### src/hw/rtl/vc_pkg.sv
// ----------------------------------------------------------------------------
// vc_pkg
// Shared types and constants for the base-128 varint codec.
// ----------------------------------------------------------------------------
package vc_pkg;

  // Default geometry
  localparam int VALUE_BITS_DEF = 64;
  localparam int MAX_BYTES_DEF  = 10;

  // Fixed field widths
  localparam int WORD_W    = 64;
  localparam int BYTE_W    = 8;
  localparam int PAYLOAD_W = 7;
  localparam int COUNT_W   = 4;

  // Work queue between front and back
  localparam int QUEUE_DEPTH = 2;

  typedef enum logic {
    KIND_ENCODE = 1'b0,
    KIND_DECODE = 1'b1
  } kind_t;

  // One classified item as it waits for the back end
  typedef struct packed {
    kind_t                  kind;
    logic [WORD_W-1:0]      value;    // masked value to encode
    logic [PAYLOAD_W-1:0]   payload;  // low seven bits of a decode byte
    logic                   cont;     // continuation flag of a decode byte
  } entry_t;

endpackage

### src/hw/rtl/vc_front.sv
// ----------------------------------------------------------------------------
// vc_front
// Input side: accepts beats and splits them into queue entries.
// ----------------------------------------------------------------------------
module vc_front #(
  parameter int VALUE_BITS = vc_pkg::VALUE_BITS_DEF
) (
  input  logic                          in_valid,
  output logic                          in_ready,
  input  logic                          kind,
  input  logic [vc_pkg::WORD_W-1:0]     value_in,
  input  logic [vc_pkg::BYTE_W-1:0]     byte_in,
  output logic                          push_valid,
  input  logic                          push_ready,
  output vc_pkg::entry_t                push_entry
);

  // Mask the value to the configured width
  logic [vc_pkg::WORD_W-1:0] value_mask;
  assign value_mask = {vc_pkg::WORD_W{1'b1}} >> (vc_pkg::WORD_W - VALUE_BITS);

  // Classify the beat into an entry
  always_comb begin
    push_entry.kind    = vc_pkg::kind_t'(kind);
    push_entry.value   = value_in & value_mask;
    push_entry.payload = byte_in[vc_pkg::PAYLOAD_W-1:0];
    push_entry.cont    = byte_in[vc_pkg::BYTE_W-1];
  end

  assign push_valid = in_valid;
  assign in_ready   = push_ready;

endmodule

### src/hw/rtl/vc_queue.sv
// ----------------------------------------------------------------------------
// vc_queue
// Short first-in first-out queue of classified entries.
// ----------------------------------------------------------------------------
module vc_queue (
  input  logic            clk,
  input  logic            rst,
  input  logic            push_valid,
  output logic            push_ready,
  input  vc_pkg::entry_t  push_entry,
  output logic            pop_valid,
  input  logic            pop_ready,
  output vc_pkg::entry_t  pop_entry
);

  localparam int PTR_W = $clog2(vc_pkg::QUEUE_DEPTH);
  localparam int CNT_W = $clog2(vc_pkg::QUEUE_DEPTH + 1);

  vc_pkg::entry_t slots [vc_pkg::QUEUE_DEPTH];
  logic [PTR_W-1:0] wr_ptr;
  logic [PTR_W-1:0] rd_ptr;
  logic [CNT_W-1:0] fill;
  logic             do_push;
  logic             do_pop;

  assign push_ready = (fill != CNT_W'(vc_pkg::QUEUE_DEPTH));
  assign pop_valid  = (fill != '0);
  assign pop_entry  = slots[rd_ptr];
  assign do_push    = push_valid & push_ready;
  assign do_pop     = pop_valid & pop_ready;

  // Store pushed entries
  always_ff @(posedge clk) begin
    if (do_push) begin
      slots[wr_ptr] <= push_entry;
    end
  end

  // Advance pointers and fill count
  always_ff @(posedge clk) begin
    if (rst) begin
      wr_ptr <= '0;
      rd_ptr <= '0;
      fill   <= '0;
    end else begin
      if (do_push) begin
        wr_ptr <= (wr_ptr == PTR_W'(vc_pkg::QUEUE_DEPTH - 1)) ? '0 : wr_ptr + 1'b1;
      end
      if (do_pop) begin
        rd_ptr <= (rd_ptr == PTR_W'(vc_pkg::QUEUE_DEPTH - 1)) ? '0 : rd_ptr + 1'b1;
      end
      if (do_push && !do_pop) begin
        fill <= fill + 1'b1;
      end else if (do_pop && !do_push) begin
        fill <= fill - 1'b1;
      end
    end
  end

endmodule

### src/hw/rtl/vc_back.sv
// ----------------------------------------------------------------------------
// vc_back
// Execution side: emits encoded bytes, accumulates decode bytes, and holds
// each result in an output register.
// ----------------------------------------------------------------------------
module vc_back #(
  parameter int VALUE_BITS = vc_pkg::VALUE_BITS_DEF,
  parameter int MAX_BYTES  = vc_pkg::MAX_BYTES_DEF
) (
  input  logic                           clk,
  input  logic                           rst,
  input  logic                           head_valid,
  output logic                           head_ready,
  input  vc_pkg::entry_t                 head,
  output logic                           out_valid,
  input  logic                           out_ready,
  output logic                           is_value,
  output logic [vc_pkg::BYTE_W-1:0]      byte_out,
  output logic [vc_pkg::WORD_W-1:0]      value_out,
  output logic [vc_pkg::COUNT_W-1:0]     byte_count,
  output logic                           overflow,
  output logic                           last
);

  localparam int WIDE_W  = vc_pkg::WORD_W + vc_pkg::PAYLOAD_W;
  localparam int SHIFT_W = 7;

  // Encode state
  logic                       enc_active;
  logic [VALUE_BITS-1:0]      enc_val;
  // Decode state
  logic [VALUE_BITS-1:0]      acc;
  logic [vc_pkg::COUNT_W-1:0] idx;

  logic                       adv;
  logic                       head_enc;
  logic                       head_dec;
  logic [VALUE_BITS-1:0]      cur;
  logic [VALUE_BITS-1:0]      rem;
  logic                       enc_go;
  logic [SHIFT_W-1:0]         shift;
  logic [WIDE_W-1:0]          wide;
  logic [vc_pkg::COUNT_W-1:0] count;
  logic                       ovf;
  logic                       dec_emit;
  logic                       dec_go;
  logic [VALUE_BITS-1:0]      acc_new;

  // Output register may take a new result
  assign adv      = !out_valid || out_ready;
  assign head_enc = head_valid && (head.kind == vc_pkg::KIND_ENCODE);
  assign head_dec = head_valid && (head.kind == vc_pkg::KIND_DECODE);

  // Encode: next seven-bit group from the working value or the queue head
  assign cur    = enc_active ? enc_val : head.value[VALUE_BITS-1:0];
  assign rem    = cur >> vc_pkg::PAYLOAD_W;
  assign enc_go = adv && (enc_active || head_enc);

  // Decode: place payload, check for bits past the value width or a byte past MAX_BYTES
  always_comb begin
    shift    = SHIFT_W'({3'b000, idx} * 7'd7);
    wide     = WIDE_W'(head.payload) << shift;
    count    = idx + 1'b1;
    ovf      = (|(wide >> VALUE_BITS)) ||
               (head.cont && (count >= vc_pkg::COUNT_W'(MAX_BYTES)));
    acc_new  = acc | wide[VALUE_BITS-1:0];
    dec_emit = ovf || !head.cont;
    dec_go   = !enc_active && head_dec && (!dec_emit || adv);
  end

  // Pop at the first byte of an encode or when a decode byte is done
  assign head_ready = (!enc_active && head_enc && adv) || dec_go;

  // Encode and decode state
  always_ff @(posedge clk) begin
    if (rst) begin
      enc_active <= 1'b0;
      enc_val    <= '0;
      acc        <= '0;
      idx        <= '0;
    end else begin
      if (enc_go) begin
        enc_active <= |rem;
        enc_val    <= rem;
      end
      if (dec_go) begin
        if (dec_emit) begin
          acc <= '0;
          idx <= '0;
        end else begin
          acc <= acc_new;
          idx <= count;
        end
      end
    end
  end

  // Output register valid
  always_ff @(posedge clk) begin
    if (rst) begin
      out_valid <= 1'b0;
    end else if (adv) begin
      out_valid <= enc_go || (dec_go && dec_emit);
    end
  end

  // Output register payload
  always_ff @(posedge clk) begin
    if (enc_go) begin
      is_value   <= 1'b0;
      byte_out   <= {|rem, cur[vc_pkg::PAYLOAD_W-1:0]};
      value_out  <= '0;
      byte_count <= '0;
      overflow   <= 1'b0;
      last       <= ~|rem;
    end else if (dec_go && dec_emit) begin
      is_value   <= 1'b1;
      byte_out   <= '0;
      value_out  <= ovf ? '0 : vc_pkg::WORD_W'(acc_new);
      byte_count <= count;
      overflow   <= ovf;
      last       <= 1'b1;
    end
  end

endmodule

### src/hw/rtl/varint_codec.sv
// ----------------------------------------------------------------------------
// varint_codec
// Unsigned base-128 varint encoder and decoder, low group first.
// ----------------------------------------------------------------------------
// An encode beat (kind 0) produces one output beat per encoded byte, one per
// cycle while the output is not stalled, 1 to 10 beats with last on the final
// one; a decode beat (kind 1) produces a result beat only on a terminating
// byte or on overflow. Input beats pass through a two-entry queue into the
// execution unit, so input is taken while an encode is still emitting, up to
// the queue depth. Encodes and decodes share the single output register.
// Results are registered.
module varint_codec #(
  parameter int VALUE_BITS = vc_pkg::VALUE_BITS_DEF,
  parameter int MAX_BYTES  = vc_pkg::MAX_BYTES_DEF
) (
  input  logic                           clk,
  input  logic                           rst,
  input  logic                           in_valid,
  output logic                           in_ready,
  input  logic                           kind,
  input  logic [vc_pkg::WORD_W-1:0]      value_in,
  input  logic [vc_pkg::BYTE_W-1:0]      byte_in,
  output logic                           out_valid,
  input  logic                           out_ready,
  output logic                           is_value,
  output logic [vc_pkg::BYTE_W-1:0]      byte_out,
  output logic [vc_pkg::WORD_W-1:0]      value_out,
  output logic [vc_pkg::COUNT_W-1:0]     byte_count,
  output logic                           overflow,
  output logic                           last
);

  logic           push_valid;
  logic           push_ready;
  vc_pkg::entry_t push_entry;
  logic           head_valid;
  logic           head_ready;
  vc_pkg::entry_t head;

  // Classify input beats
  vc_front #(
    .VALUE_BITS(VALUE_BITS)
  ) u_front (
    .in_valid  (in_valid),
    .in_ready  (in_ready),
    .kind      (kind),
    .value_in  (value_in),
    .byte_in   (byte_in),
    .push_valid(push_valid),
    .push_ready(push_ready),
    .push_entry(push_entry)
  );

  // Decouple front and back
  vc_queue u_queue (
    .clk       (clk),
    .rst       (rst),
    .push_valid(push_valid),
    .push_ready(push_ready),
    .push_entry(push_entry),
    .pop_valid (head_valid),
    .pop_ready (head_ready),
    .pop_entry (head)
  );

  // Execute and register results
  vc_back #(
    .VALUE_BITS(VALUE_BITS),
    .MAX_BYTES (MAX_BYTES)
  ) u_back (
    .clk       (clk),
    .rst       (rst),
    .head_valid(head_valid),
    .head_ready(head_ready),
    .head      (head),
    .out_valid (out_valid),
    .out_ready (out_ready),
    .is_value  (is_value),
    .byte_out  (byte_out),
    .value_out (value_out),
    .byte_count(byte_count),
    .overflow  (overflow),
    .last      (last)
  );

endmodule

### config.mk
export PLATFORM = sky130hd
export DESIGN_NAME = varint_codec
export DESIGN_NICKNAME = d
export VERILOG_FILES = /design/src/hw/rtl/vc_pkg.sv /design/src/hw/rtl/vc_front.sv /design/src/hw/rtl/vc_queue.sv /design/src/hw/rtl/vc_back.sv /design/src/hw/rtl/varint_codec.sv
export SDC_FILE = /design/constraint.sdc
export NUM_CORES = 1
export LEC_CHECK = 0
export BUFFER_PORTS_ARGS = -buffer_cell sky130_fd_sc_hd__buf_2
export CAP_MARGIN = 20
export CORE_MARGIN = 2
export CORE_UTILIZATION = 40
export DETAILED_ROUTE_END_ITERATION = 8
export PLACE_DENSITY_LB_ADDON = 0.1
export SLEW_MARGIN = 15
export SYNTH_ARGS = -nofsm -noshare
export SYNTH_HDL_FRONTEND = slang
export SYNTH_SLANG_ARGS = --single-unit
export TNS_END_PERCENT = 5
### constraint.sdc
create_clock -name clk -period 10.1 [get_ports clk]
set_clock_uncertainty 0.05 [all_clocks]
set_input_delay 2.02 -clock clk [delete_from_list [all_inputs] [get_ports clk]]
set_output_delay 2.02 -clock clk [all_outputs]
set_load 0.02 [all_outputs]
# Word level (Yosys, flattened, before mapping)
# Memory sizes are Yosys's and may differ from the RTL's. A register that Yosys moved wholly into a read port is not among the register bits.
# Index checks and enable logic that the tools add are counted.
# word_totals
word_cells,74
in_bits,77
regBits,210
output_inout_bits,81
mem_count,1
mem_bits_rw,146
# classes
n_eq_ne,1
shifts,1
n_lt_le_gt_ge,1
n_addsub,5
n_reduce_logical,30
multipliers,1
mux,16
bitwise_logic,4
# mem_list
memory,words,word_bits,rd,rd_clocked_by_memory_dff,wr,line_no,text
u_queue.slots,2,73,1,1,1,vc_queue.sv:19,vc_pkg::entry_t slots [vc_pkg::QUEUE_DEPTH];
# ops
op,n
$mux 64,3
$shl 7x7->71,1
$or 64x64->64,1
$reduce_or 57->1,1
$mux 8,2
$logic_and 1x1->1,11
$mux 1,8
$logic_not 1->1,7
$logic_or 1x1->1,7
$mul 4x3->7 const B,1
$reduce_or 7->1,1
$reduce_bool 2->1,3
$add 4x1->4 const B,1
$ge 4x4->1 const B,1
$mux 2,2
$mux 4,1
$add 1x1->1 const B,2
$add 2x1->2 const B,1
$and 1x1->1,2
$ne 2x2->1 const B,1
$sub 2x1->2 const B,1
$not 1->1,1

# Longest topological paths before layout
# Gate-level depths: netlist of run 1.
# depth
word_depth,13
ltp_mapped,10
mapped_depth_nobuf,10

# Hierarchy
# From an unflattened synthesis of run 1, not the netlist that was laid out.
# hier_totals
hier_cells,1243
hier_area_um2,15133.3
# modules_own_cells
mod,area_per_inst_um2,seq_area_each_um2,cells_each,instances
vc_back,9083.7,4214.0,917,1
vc_queue,5486.5,4484.3,251,1
vc_front,563.0,0.0,75,1

# Worst setup path after synthesis of run 1
# OpenSTA, ideal clock, no wires.
# synth_path
path_kind,input port to flip-flop
start,in in_valid
end,"mem u_queue.slots[0][0] (netlist name), enable pin"
path_slack_ns,4.383
n_path_buf,0
stages,2
setup_ns,0.505
required_ns,9.545
arrival_ns,5.162
cell_sequence,nand2_1 > nor2_1
# synth_via
elab_chain_cells,3
# synth_rtl
element,line_no,text
"start, declared",varint_codec.sv:18,"input logic in_valid,"
$and 1x1->1,vc_queue.sv:29,assign do_push = push_valid & push_ready;
$mux 1,vc_queue.sv:34,if (do_push) begin
$mux 1 (implied by the code),vc_queue.sv:35,slots[wr_ptr] <= push_entry;
"end, declared",vc_queue.sv:19,
# No other way between the ends.

# Worst setup path in the final report of run 1
# layout_path
start,in out_ready
end,reg u_back.value_out[14] (netlist name)
# layout_via
elab_chain_cells,4
elab_cells_between_ends,5
cone_classes,reduce/logical (5)
# layout_rtl
element,line_no,text
"start, declared",varint_codec.sv:24,"input logic out_ready,"
$logic_or 1x1->1 (*),vc_back.sv:50,assign adv = !out_valid || out_ready;
$logic_or 1x1->1,vc_back.sv:68,dec_go = !enc_active && head_dec && (!dec_emit || adv);
$logic_and 1x1->1,vc_back.sv:68,
$logic_and 1x1->1,vc_back.sv:116,end else if (dec_go && dec_emit) begin
"end signal, assigned",vc_back.sv:119,value_out <= ovf ? '0 : vc_pkg::WORD_W'(acc_new);
"end, declared",vc_back.sv:19,"output logic [vc_pkg::WORD_W-1:0] value_out,"
# Mark *: on every way between the ends. The rest lies on a longest branch, timed or not.
# A chain may end at the register's enable or synchronous reset.

==> results of run 1 <==
-- kinds of logic after synthesis --
logic type | after synthesis | synth area share [%]
fa+ha+maj | 3 | 0.270
flops | 357 | 62.6
compound gates | 356 | 17.4
buf+inv | 103 | 3.64
xor+xnor | 6 | 0.378
simple gates | 329 | 10.2
mux | 77 | 5.62
-- layer usage --
layer | up-vias | track usage (%)
li1 | 4698 | -
met1 | 4475 | 26.4
met2 | 196 | 28.0
met3 | 43 | 2.87
met4 | 0 | 3.70
met5 | - | 0
-- tightest hold or removal path, cell delays in order (launching register included) --
cell and delay (ns):
sky130_fd_sc_hd__dfxtp_1 0.30, sky130_fd_sc_hd__inv_1 0.05, sky130_fd_sc_hd__a21oi_1 0.05
-- placed cells by master, fill, tap and decap left out, types with 9 or more instances in the layout --
cell type,count
sky130_fd_sc_hd__nor2_1,99
sky130_fd_sc_hd__o2bb2ai_1,14
sky130_fd_sc_hd__clkbuf_16,41
sky130_fd_sc_hd__edfxtp_1,155
sky130_fd_sc_hd__buf_4,10
sky130_fd_sc_hd__nor3_1,22
sky130_fd_sc_hd__clkbuf_1,11
sky130_fd_sc_hd__nand2_1,151
sky130_fd_sc_hd__inv_1,21
sky130_fd_sc_hd__a21oi_1,190
sky130_fd_sc_hd__mux2i_1,68
sky130_fd_sc_hd__buf_2,157
sky130_fd_sc_hd__nor4_1,14
sky130_fd_sc_hd__o21ai_0,67
sky130_fd_sc_hd__dfxtp_1,200
sky130_fd_sc_hd__a211oi_1,10
sky130_fd_sc_hd__o2bb2ai_2,49
sky130_fd_sc_hd__mux2_2,9
-- power groups by stage --
stage	Clock [µW]	Combinational, µW	Sequential (µW)
global route	1520	1260	1940
finish	1420	1130	1910
global placement	0	1130	1940
floorplan	0	874	1920
detailed placement	0	1140	1940
CTS	1460	1140	1920
-- area by class of cell --
type | instances | area, µm² | share of cell area [%]
clock buffer | 55 | 1110 | 6.79
clock inverter | 17 | 185 | 1.13
inverter | 22 | 82.6 | 0.506
multi-input combinational | 771 | 4760 | 29.2
sequential | 357 | 8710 | 53.4
tap | 455 | 569 | 3.49
timing repair buffer | 169 | 908 | 5.57
-- how the worst min path moves through the flow --
stage | end | from
finish | u_back.acc[28] | u_back.acc[28]
detailed placement | u_back.acc[31] | u_back.acc[31]
global placement | u_back.acc[30] | u_back.acc[30]
floorplan | u_back.acc[28] | u_back.acc[28]
CTS | u_back.acc[28] | u_back.acc[28]
global route | u_back.enc_val[13] | u_back.enc_val[13]
-- per-stage QoR --
stage / hold slack (ns) / setup slack, ns / instances / cell area (µm²) / total power [µW]
floorplan: 0.375 / 4.38 / 1231 / 13900 / 2800
global placement: 0.382 / 5.38 / 1771 / 15000 / 3070
detailed placement: 0.390 / 5.35 / 1772 / 15000 / 3080
CTS: 0.397 / 5.90 / 1844 / 16300 / 4520
global route: 0.420 / 5.72 / 1846 / 16300 / 4720
finish: 0.394 / 5.94 / 1846 / 16300 / 4470
-- registers in the layout, indices dropped and copies added, names as in the netlist, 2 cells and up, named ones only --
name / flops
u_back.idx: 4
u_queue.slots: 146
u_back.byte_out: 8
u_back.acc: 64
u_back.value_out: 64
u_back.byte_count: 4
u_back.enc_val: 57
u_queue.fill: 2
==> impl_results.rst, run 1 <==
.. list-table::
   :header-rows: 1

   * - Metric
     - Value
   * - Final critical delay including setup and external delays
     - between 4 and 5 ns
   * - Total global-route track usage
     - between 10% and 20%
   * - Number of failing hold endpoints at the final stage
     - 0
   * - Stages on worst setup path
     - 6
   * - Worst R2R Setup Slack
     - approximately 6.2 ns
   * - Number of cell instances on the worst register-to-register path
     - 7
   * - Initial Utilization
     - 40.5%
   * - Cell at the slowest stage of the critical path
     - sky130_fd_sc_hd__a21oi_4
   * - Fmax
     - around 240 MHz
   * - Count of warnings emitted by yosys
     - 0
   * - Share of power burned in combinational logic
     - between 20% and 30%
   * - Drt pass-1 iters
     - 6
   * - Post-CTS setup buffer count
     - 0
   * - Summed negative setup slack over all endpoints
     - 0 ns
   * - Number of buffers inserted by hold repair at cts
     - 0
   * - Vias after detailed routing
     - approximately 9.4k
   * - Final wirelength
     - around 33 mm
   * - Syn Std Cell Area
     - between 10000 and 15000 µm²
   * - Power density over the cells
     - about 270 nW/µm²
   * - Placer's final routability congestion estimate
     - about 0.76
   * - Number of max-cap violations
     - 0
   * - Synthesized area per cell
     - around 11 µm²
   * - CTS tree
     - built
   * - Initial antenna violation count
     - 0
   * - First-pass GRT wire length
     - just over 50 mm
   * - Via/cell ratio
     - roughly 5
   * - Met1 Routed Length
     - roughly 16 mm
   * - Count of final setup violators
     - 0
   * - Iter 0 DRT Violations
     - 637
   * - Area overhead of the layout relative to synthesis
     - 17.3%
   * - Average wire per standard cell
     - 17.7 µm
   * - Internal power consumption
     - about 3000 µW
   * - Net load switching power
     - 1500 µW
   * - Clock network fraction of total power
     - 31.8%
   * - Ratio of cells with drive above 1 in the final layout
     - 21.4%
   * - Slew at the pin closest to its max-slew limit
     - 1.08 ns
   * - Worst setup path start
     - out_ready
   * - Maximum root-to-sink buffer count
     - 3
   * - Kind of end point of the critical path
     - register
   * - Switching share of total power
     - around a third
   * - Commonest cells post-synth
     - sky130_fd_sc_hd__dfxtp_1 (202), sky130_fd_sc_hd__a21oi_1 (190), sky130_fd_sc_hd__edfxtp_1 (155), sky130_fd_sc_hd__nand2_1 (151), sky130_fd_sc_hd__nor2_1 (100)
   * - Sequential share of power
     - between 40% and 50%
   * - Synthesized Nets
     - around 1.3k
   * - Clock sinks
     - roughly 360
   * - Category of the worst setup path launch point
     - input pin
   * - Crit share post-route
     - about two fifths
   * - Fraction of synthesis flops using an asynchronous set or reset pin
     - 0%
   * - Post-route antenna net violation count
     - 0
   * - Required time at the endpoint of the critical path
     - between 10 and 15 ns
   * - Dominant delay contributor by cell family on the critical path
     - compound AO/OA/AOI/OAI gates
   * - Number of max-slew violations in the final report
     - 0
   * - # DRC
     - 0
   * - RSZ-0062 raised after global routing
     - no
   * - Cell leakage power
     - approximately 0.0058 µW
   * - Die height
     - ~190 µm
   * - Synth cell types
     - between 50 and 60
   * - Leading cell types by total area after synthesis
     - sky130_fd_sc_hd__edfxtp_1 (33%), sky130_fd_sc_hd__dfxtp_1 (29%), sky130_fd_sc_hd__a21oi_1 (6.8%)
   * - Headroom to the max-slew limit
     - approximately 28%
   * - Number of global-route vias before repair
     - about 9.1k
   * - Sequential-to-total area share from yosys stat
     - a little over three fifths
   * - WL met3
     - 1.44 mm
   * - Endpoint of the most critical setup path
     - u_back.value_out[14]
   * - Number of buffer and inverter instances along the worst setup path
     - 2
   * - N_diodes
     - 0
   * - Clk Tree Root Cell
     - sky130_fd_sc_hd__clkbuf_16
   * - Htree depth
     - 2
   * - Most used DFF post-synth
     - sky130_fd_sc_hd__dfxtp_1
   * - Largest net degree at the start of global routing
     - between 70 and 80
   * - Total CTS buffers
     - 40
   * - Library cell with the largest summed area after synthesis
     - sky130_fd_sc_hd__edfxtp_1
   * - DIE WIDTH
     - 190 µm
   * - Final cell utilization of the core
     - between 40% and 50%
   * - I/O pin cnt
     - 158
   * - Peak fanout along the critical path
     - 51
   * - Most instantiated library cell after synthesis
     - sky130_fd_sc_hd__dfxtp_1
   * - Number of standard cells after synthesis
     - roughly 1.2k
   * - Max VDD drop
     - 0.163 mV
   * - HPWL Detailed
     - about 21 mm
   * - Input/output buffers
     - around 160
   * - Count of cells along the worst hold path
     - 2
   * - Number of placement rows
     - 68
   * - Type of the worst min-delay path
     - register to register
   * - Clock Pin Slew Worst Setup and Hold Paths
     - 0.05 ns
   * - Flop and latch count out of synthesis
     - between 300 and 400
   * - Die area
     - 36300 µm²
   * - Proportion of netlist area held by the largest area contributor
     - between 30% and 40%
   * - Highest metal used
     - met4
   * - Post-synth EDFFs
     - between 150 and 200
   * - Clock insertion delay at the later pin of the skew report
     - slightly above 0.5 ns
   * - Total global routing overflow
     - 0
   * - Layout fillers
     - 3251
   * - CP max stage delay
     - roughly 0.90 ns
   * - Post-CTS Resized
     - 0
   * - Amount of wire on met2 after detailed routing
     - between 10 and 15 mm
   * - Outcome
     - completed
   * - Cell-by-cell trace of the critical path
     - buf_2 > nand2b_1 > o21a_2 > a21oi_4 > buf_4 > o2bb2ai_1
   * - R2r endpoint
     - u_back.byte_out[7]
   * - Data arrival time at the worst-slack endpoint
     - ~4.6 ns
   * - Type of the setup path with the least slack
     - input pin to register
   * - Core region area
     - around 34000 µm²
   * - Layout net count
     - 1441
No activity file was read; power rests on OpenSTA's default activity.
==> run 2, diff against run 1 <==
Clock period 10.1 ns to 3.69 ns, I/O delays scaled along.
==> run 2 against run 1 <==
- via count grew 1.3%
- global-route usage is 0.13 points higher
- sequential power rose to 2.7 times the previous value
- routed wire length rose by 1.7%
- first-iteration DRC count fell by 8.5%
- register-to-register slack got worse by 5.6 ns
- cell count rose by 0.65%
- die area unchanged
- power grew to 2.7 times the previous value
- largest cell class unchanged
==> impl_results.rst, run 2 (synthesis results as in run 1) <==
.. list-table::
   :header-rows: 1

   * - Metric
     - Value
   * - Number of max-cap violations
     - 0 (unchanged)
   * - Slew at the pin closest to its max-slew limit
     - 0.899 ns (-0.180 ns)
   * - Number of global-route vias before repair
     - 8962 (-1.3%)
   * - Input/output buffers
     - 157 (unchanged)
   * - Post-CTS setup buffer count
     - 0 (unchanged)
   * - Multi-input combinational cell area
     - 4760 µm² (about the same)
   * - Total CTS buffers
     - 40 (unchanged)
   * - Outcome
     - completed
   * - Worst slack after detailed placement
     - 0.642 ns (-4.71 ns)
   * - Ratio of cells with drive above 1 in the final layout
     - 22.2% (+0.82 points)
   * - Peak fanout along the critical path
     - 62 (+22%)
   * - Post-CTS Resized
     - 0 (unchanged)
   * - Type of the setup path with the least slack
     - register to register
   * - CP max stage delay
     - 0.75 ns (-0.15 ns)
   * - Number of buffer and inverter instances along the worst setup path
     - 1 (-1)
   * - Cell-by-cell trace of the critical path
     - buf_4 > o21ai_0 > nor4_1 > nand4_1 > nor3_1 > a31oi_1
   * - Total global routing overflow
     - 0 (unchanged)
   * - Final critical delay including setup and external delays
     - about 3.1 ns
   * - First-pass GRT wire length
     - 51.2 mm (about the same)
   * - Summed negative setup slack over all endpoints
     - 0 ns (unchanged)
   * - Area overhead of the layout relative to synthesis
     - 17.9%
   * - DIE WIDTH
     - 190 µm (unchanged)
   * - Final cell utilization of the core
     - 47.7% (+0.20 points)
   * - Number of max-slew violations in the final report
     - 0 (unchanged)
   * - Clk Tree Root Cell
     - sky130_fd_sc_hd__clkbuf_16
   * - Crit share post-route
     - between 80% and 90%
   * - Number of failing hold endpoints at the final stage
     - 0 (unchanged)
   * - Type of the worst min-delay path
     - input pin to register
   * - RSZ-0062 raised after global routing
     - no
   * - Clock insertion delay at the later pin of the skew report
     - 0.52 ns (about the same)
   * - Dominant delay contributor by cell family on the critical path
     - simple AND/OR/NAND/NOR gates
   * - Maximum root-to-sink buffer count
     - 3 (unchanged)
   * - Largest net degree at the start of global routing
     - 69 (-6.8%)
   * - Category of the worst setup path launch point
     - register
   * - Post-route antenna net violation count
     - 0 (unchanged)
   * - Placed inst area
     - 15100 µm² (+0.98%)
   * - Final setup margin
     - 0.639 ns (-5.30 ns)
   * - Htree depth
     - 2 (unchanged)
   * - Biggest register
     - u_queue.slots
   * - Sequential cell area
     - 8710 µm² (unchanged)
   * - Cell at the slowest stage of the critical path
     - sky130_fd_sc_hd__dfxtp_4
   * - Initial antenna violation count
     - 0 (unchanged)
   * - Number of placement rows
     - 68 (unchanged)
   * - Placer's final routability congestion estimate
     - 0.814 (+7.4%)
   * - Layout fillers
     - 3285 (+1.0%)
   * - Clock Pin Slew Worst Setup and Hold Paths
     - 0.06 ns (about the same)
   * - N_diodes
     - 0 (unchanged)
   * - Die area
     - 36300 µm² (unchanged)
   * - Vias after detailed routing
     - 9539 (+1.3%)
   * - # DRC
     - 0 (unchanged)
   * - I/O pin cnt
     - 158 (unchanged)
   * - Most frequent standard cell in the layout excluding fill and tap cells
     - sky130_fd_sc_hd__dfxtp_1
   * - Headroom to the max-slew limit
     - 39.8% (+12 points)
   * - HPWL Detailed
     - 22.1 mm (+2.9%)
   * - Core region area
     - 34400 µm² (unchanged)
   * - Total global-route track usage
     - 18.1% (+0.13 points)
   * - Power density over the cells
     - 745 nW/µm² (+170%)
   * - Max VDD drop
     - 0.476 mV (+190%)
   * - Top library cells by usage in the layout, fill and taps aside
     - sky130_fd_sc_hd__dfxtp_1 (200), sky130_fd_sc_hd__a21oi_1 (190), sky130_fd_sc_hd__buf_2 (157)
   * - Average wire per standard cell
     - 17.9 µm (+1.0%)
   * - Required time at the endpoint of the critical path
     - 3.86 ns (-6.63 ns)
   * - Drt pass-1 iters
     - 5 (-1)
   * - Final wirelength
     - 33.2 mm (+1.7%)
   * - Fmax
     - between 300 and 400 MHz
   * - Data arrival time at the worst-slack endpoint
     - 3.22 ns (-1.33 ns)
   * - Biggest registers after layout
     - u_queue.slots x146, u_back.acc x64, u_back.value_out x64
   * - Max FFs per register
     - 146 (unchanged)
   * - Layout net count
     - 1453 (+0.83%)
   * - Die height
     - 190 µm (unchanged)
   * - Via/cell ratio
     - 5.13 (+0.69%)
   * - Initial Utilization
     - 40.5% (unchanged)
   * - Clock sinks
     - 357 (unchanged)
   * - Number of buffers inserted by hold repair at cts
     - 0 (unchanged)
   * - Cell leakage power
     - 0.00583 µW (+0.83%)
   * - Summed area of non-filler cells in the final layout
     - 16400 µm² (+0.43%)
   * - Iter 0 DRT Violations
     - 583 (-8.5%)
   * - Kind of end point of the critical path
     - register
   * - Count of final setup violators
     - 0 (unchanged)
   * - CTS tree
     - built
## run 2: cell count changes in the layout (fill, tap and decap cells not counted), sizes merged
cell / delta
buf: +12
bufinv: -3
clkbuf: +3
clkinvlp: +1
inv: -1
## run 2: worst reg2reg max path, cell delays in order (launching register included)
cell                      delay (ns)
sky130_fd_sc_hd__dfxtp_4        0.75
sky130_fd_sc_hd__buf_4          0.43
sky130_fd_sc_hd__o21ai_0        0.19
sky130_fd_sc_hd__nor4_1         0.56
sky130_fd_sc_hd__nand4_1        0.18
sky130_fd_sc_hd__nor3_1         0.40
sky130_fd_sc_hd__a31oi_1        0.20
## run 2: worst paths after layout
check | depth (start not counted) | endpoint | slack [ns] | startpoint
hold / removal | 1 | u_queue.slots[0][1] | 0.36 | byte_in[0]
hold reg to reg | 2 | u_back.acc[34] | 0.40 | u_back.acc[34]
setup / recovery | 6 | u_back.byte_out[7] | 0.64 | u_back.enc_active
setup reg to reg | 6 | u_back.byte_out[7] | 0.64 | u_back.enc_active
## run 2: final cells by class
class / instances / share of cell area [%]
flip-flops and latches: 357 / 53.1
multi-input cells: 771 / 29.0
clock buffers: 58 / 7.02
repair buffers: 181 / 6.28
well taps: 455 / 3.47
clock inverters: 14 / 0.580
inverters: 22 / 0.504
## run 2: power breakdown
| group | switching (µW) | internal [µW] |
|---|---|---|
| Sequential | 408 | 4820 |
| Combinational | 2230 | 1000 |
| Clock | 1520 | 2230 |
## run 2: layer usage
layer	track usage, %	vias to the layer above	share of wire [%]
met1	26.9	4579	50
met3	3.00	40	4.4
li1	-	4723	-
met2	27.8	197	44
met5	0	-	0
met4	3.70	0	1.3
## run 2: stage by stage
stage	hold WS (ns)	std cells	power, µW
3_3_place_gp	0.384	1786	8560
6_report	0.358	1858	12200
5_1_grt	0.334	1858	12900
4_1_cts	0.333	1858	12400
3_5_place_dp	0.387	1786	8580
2_1_floorplan	0.375	1231	7640
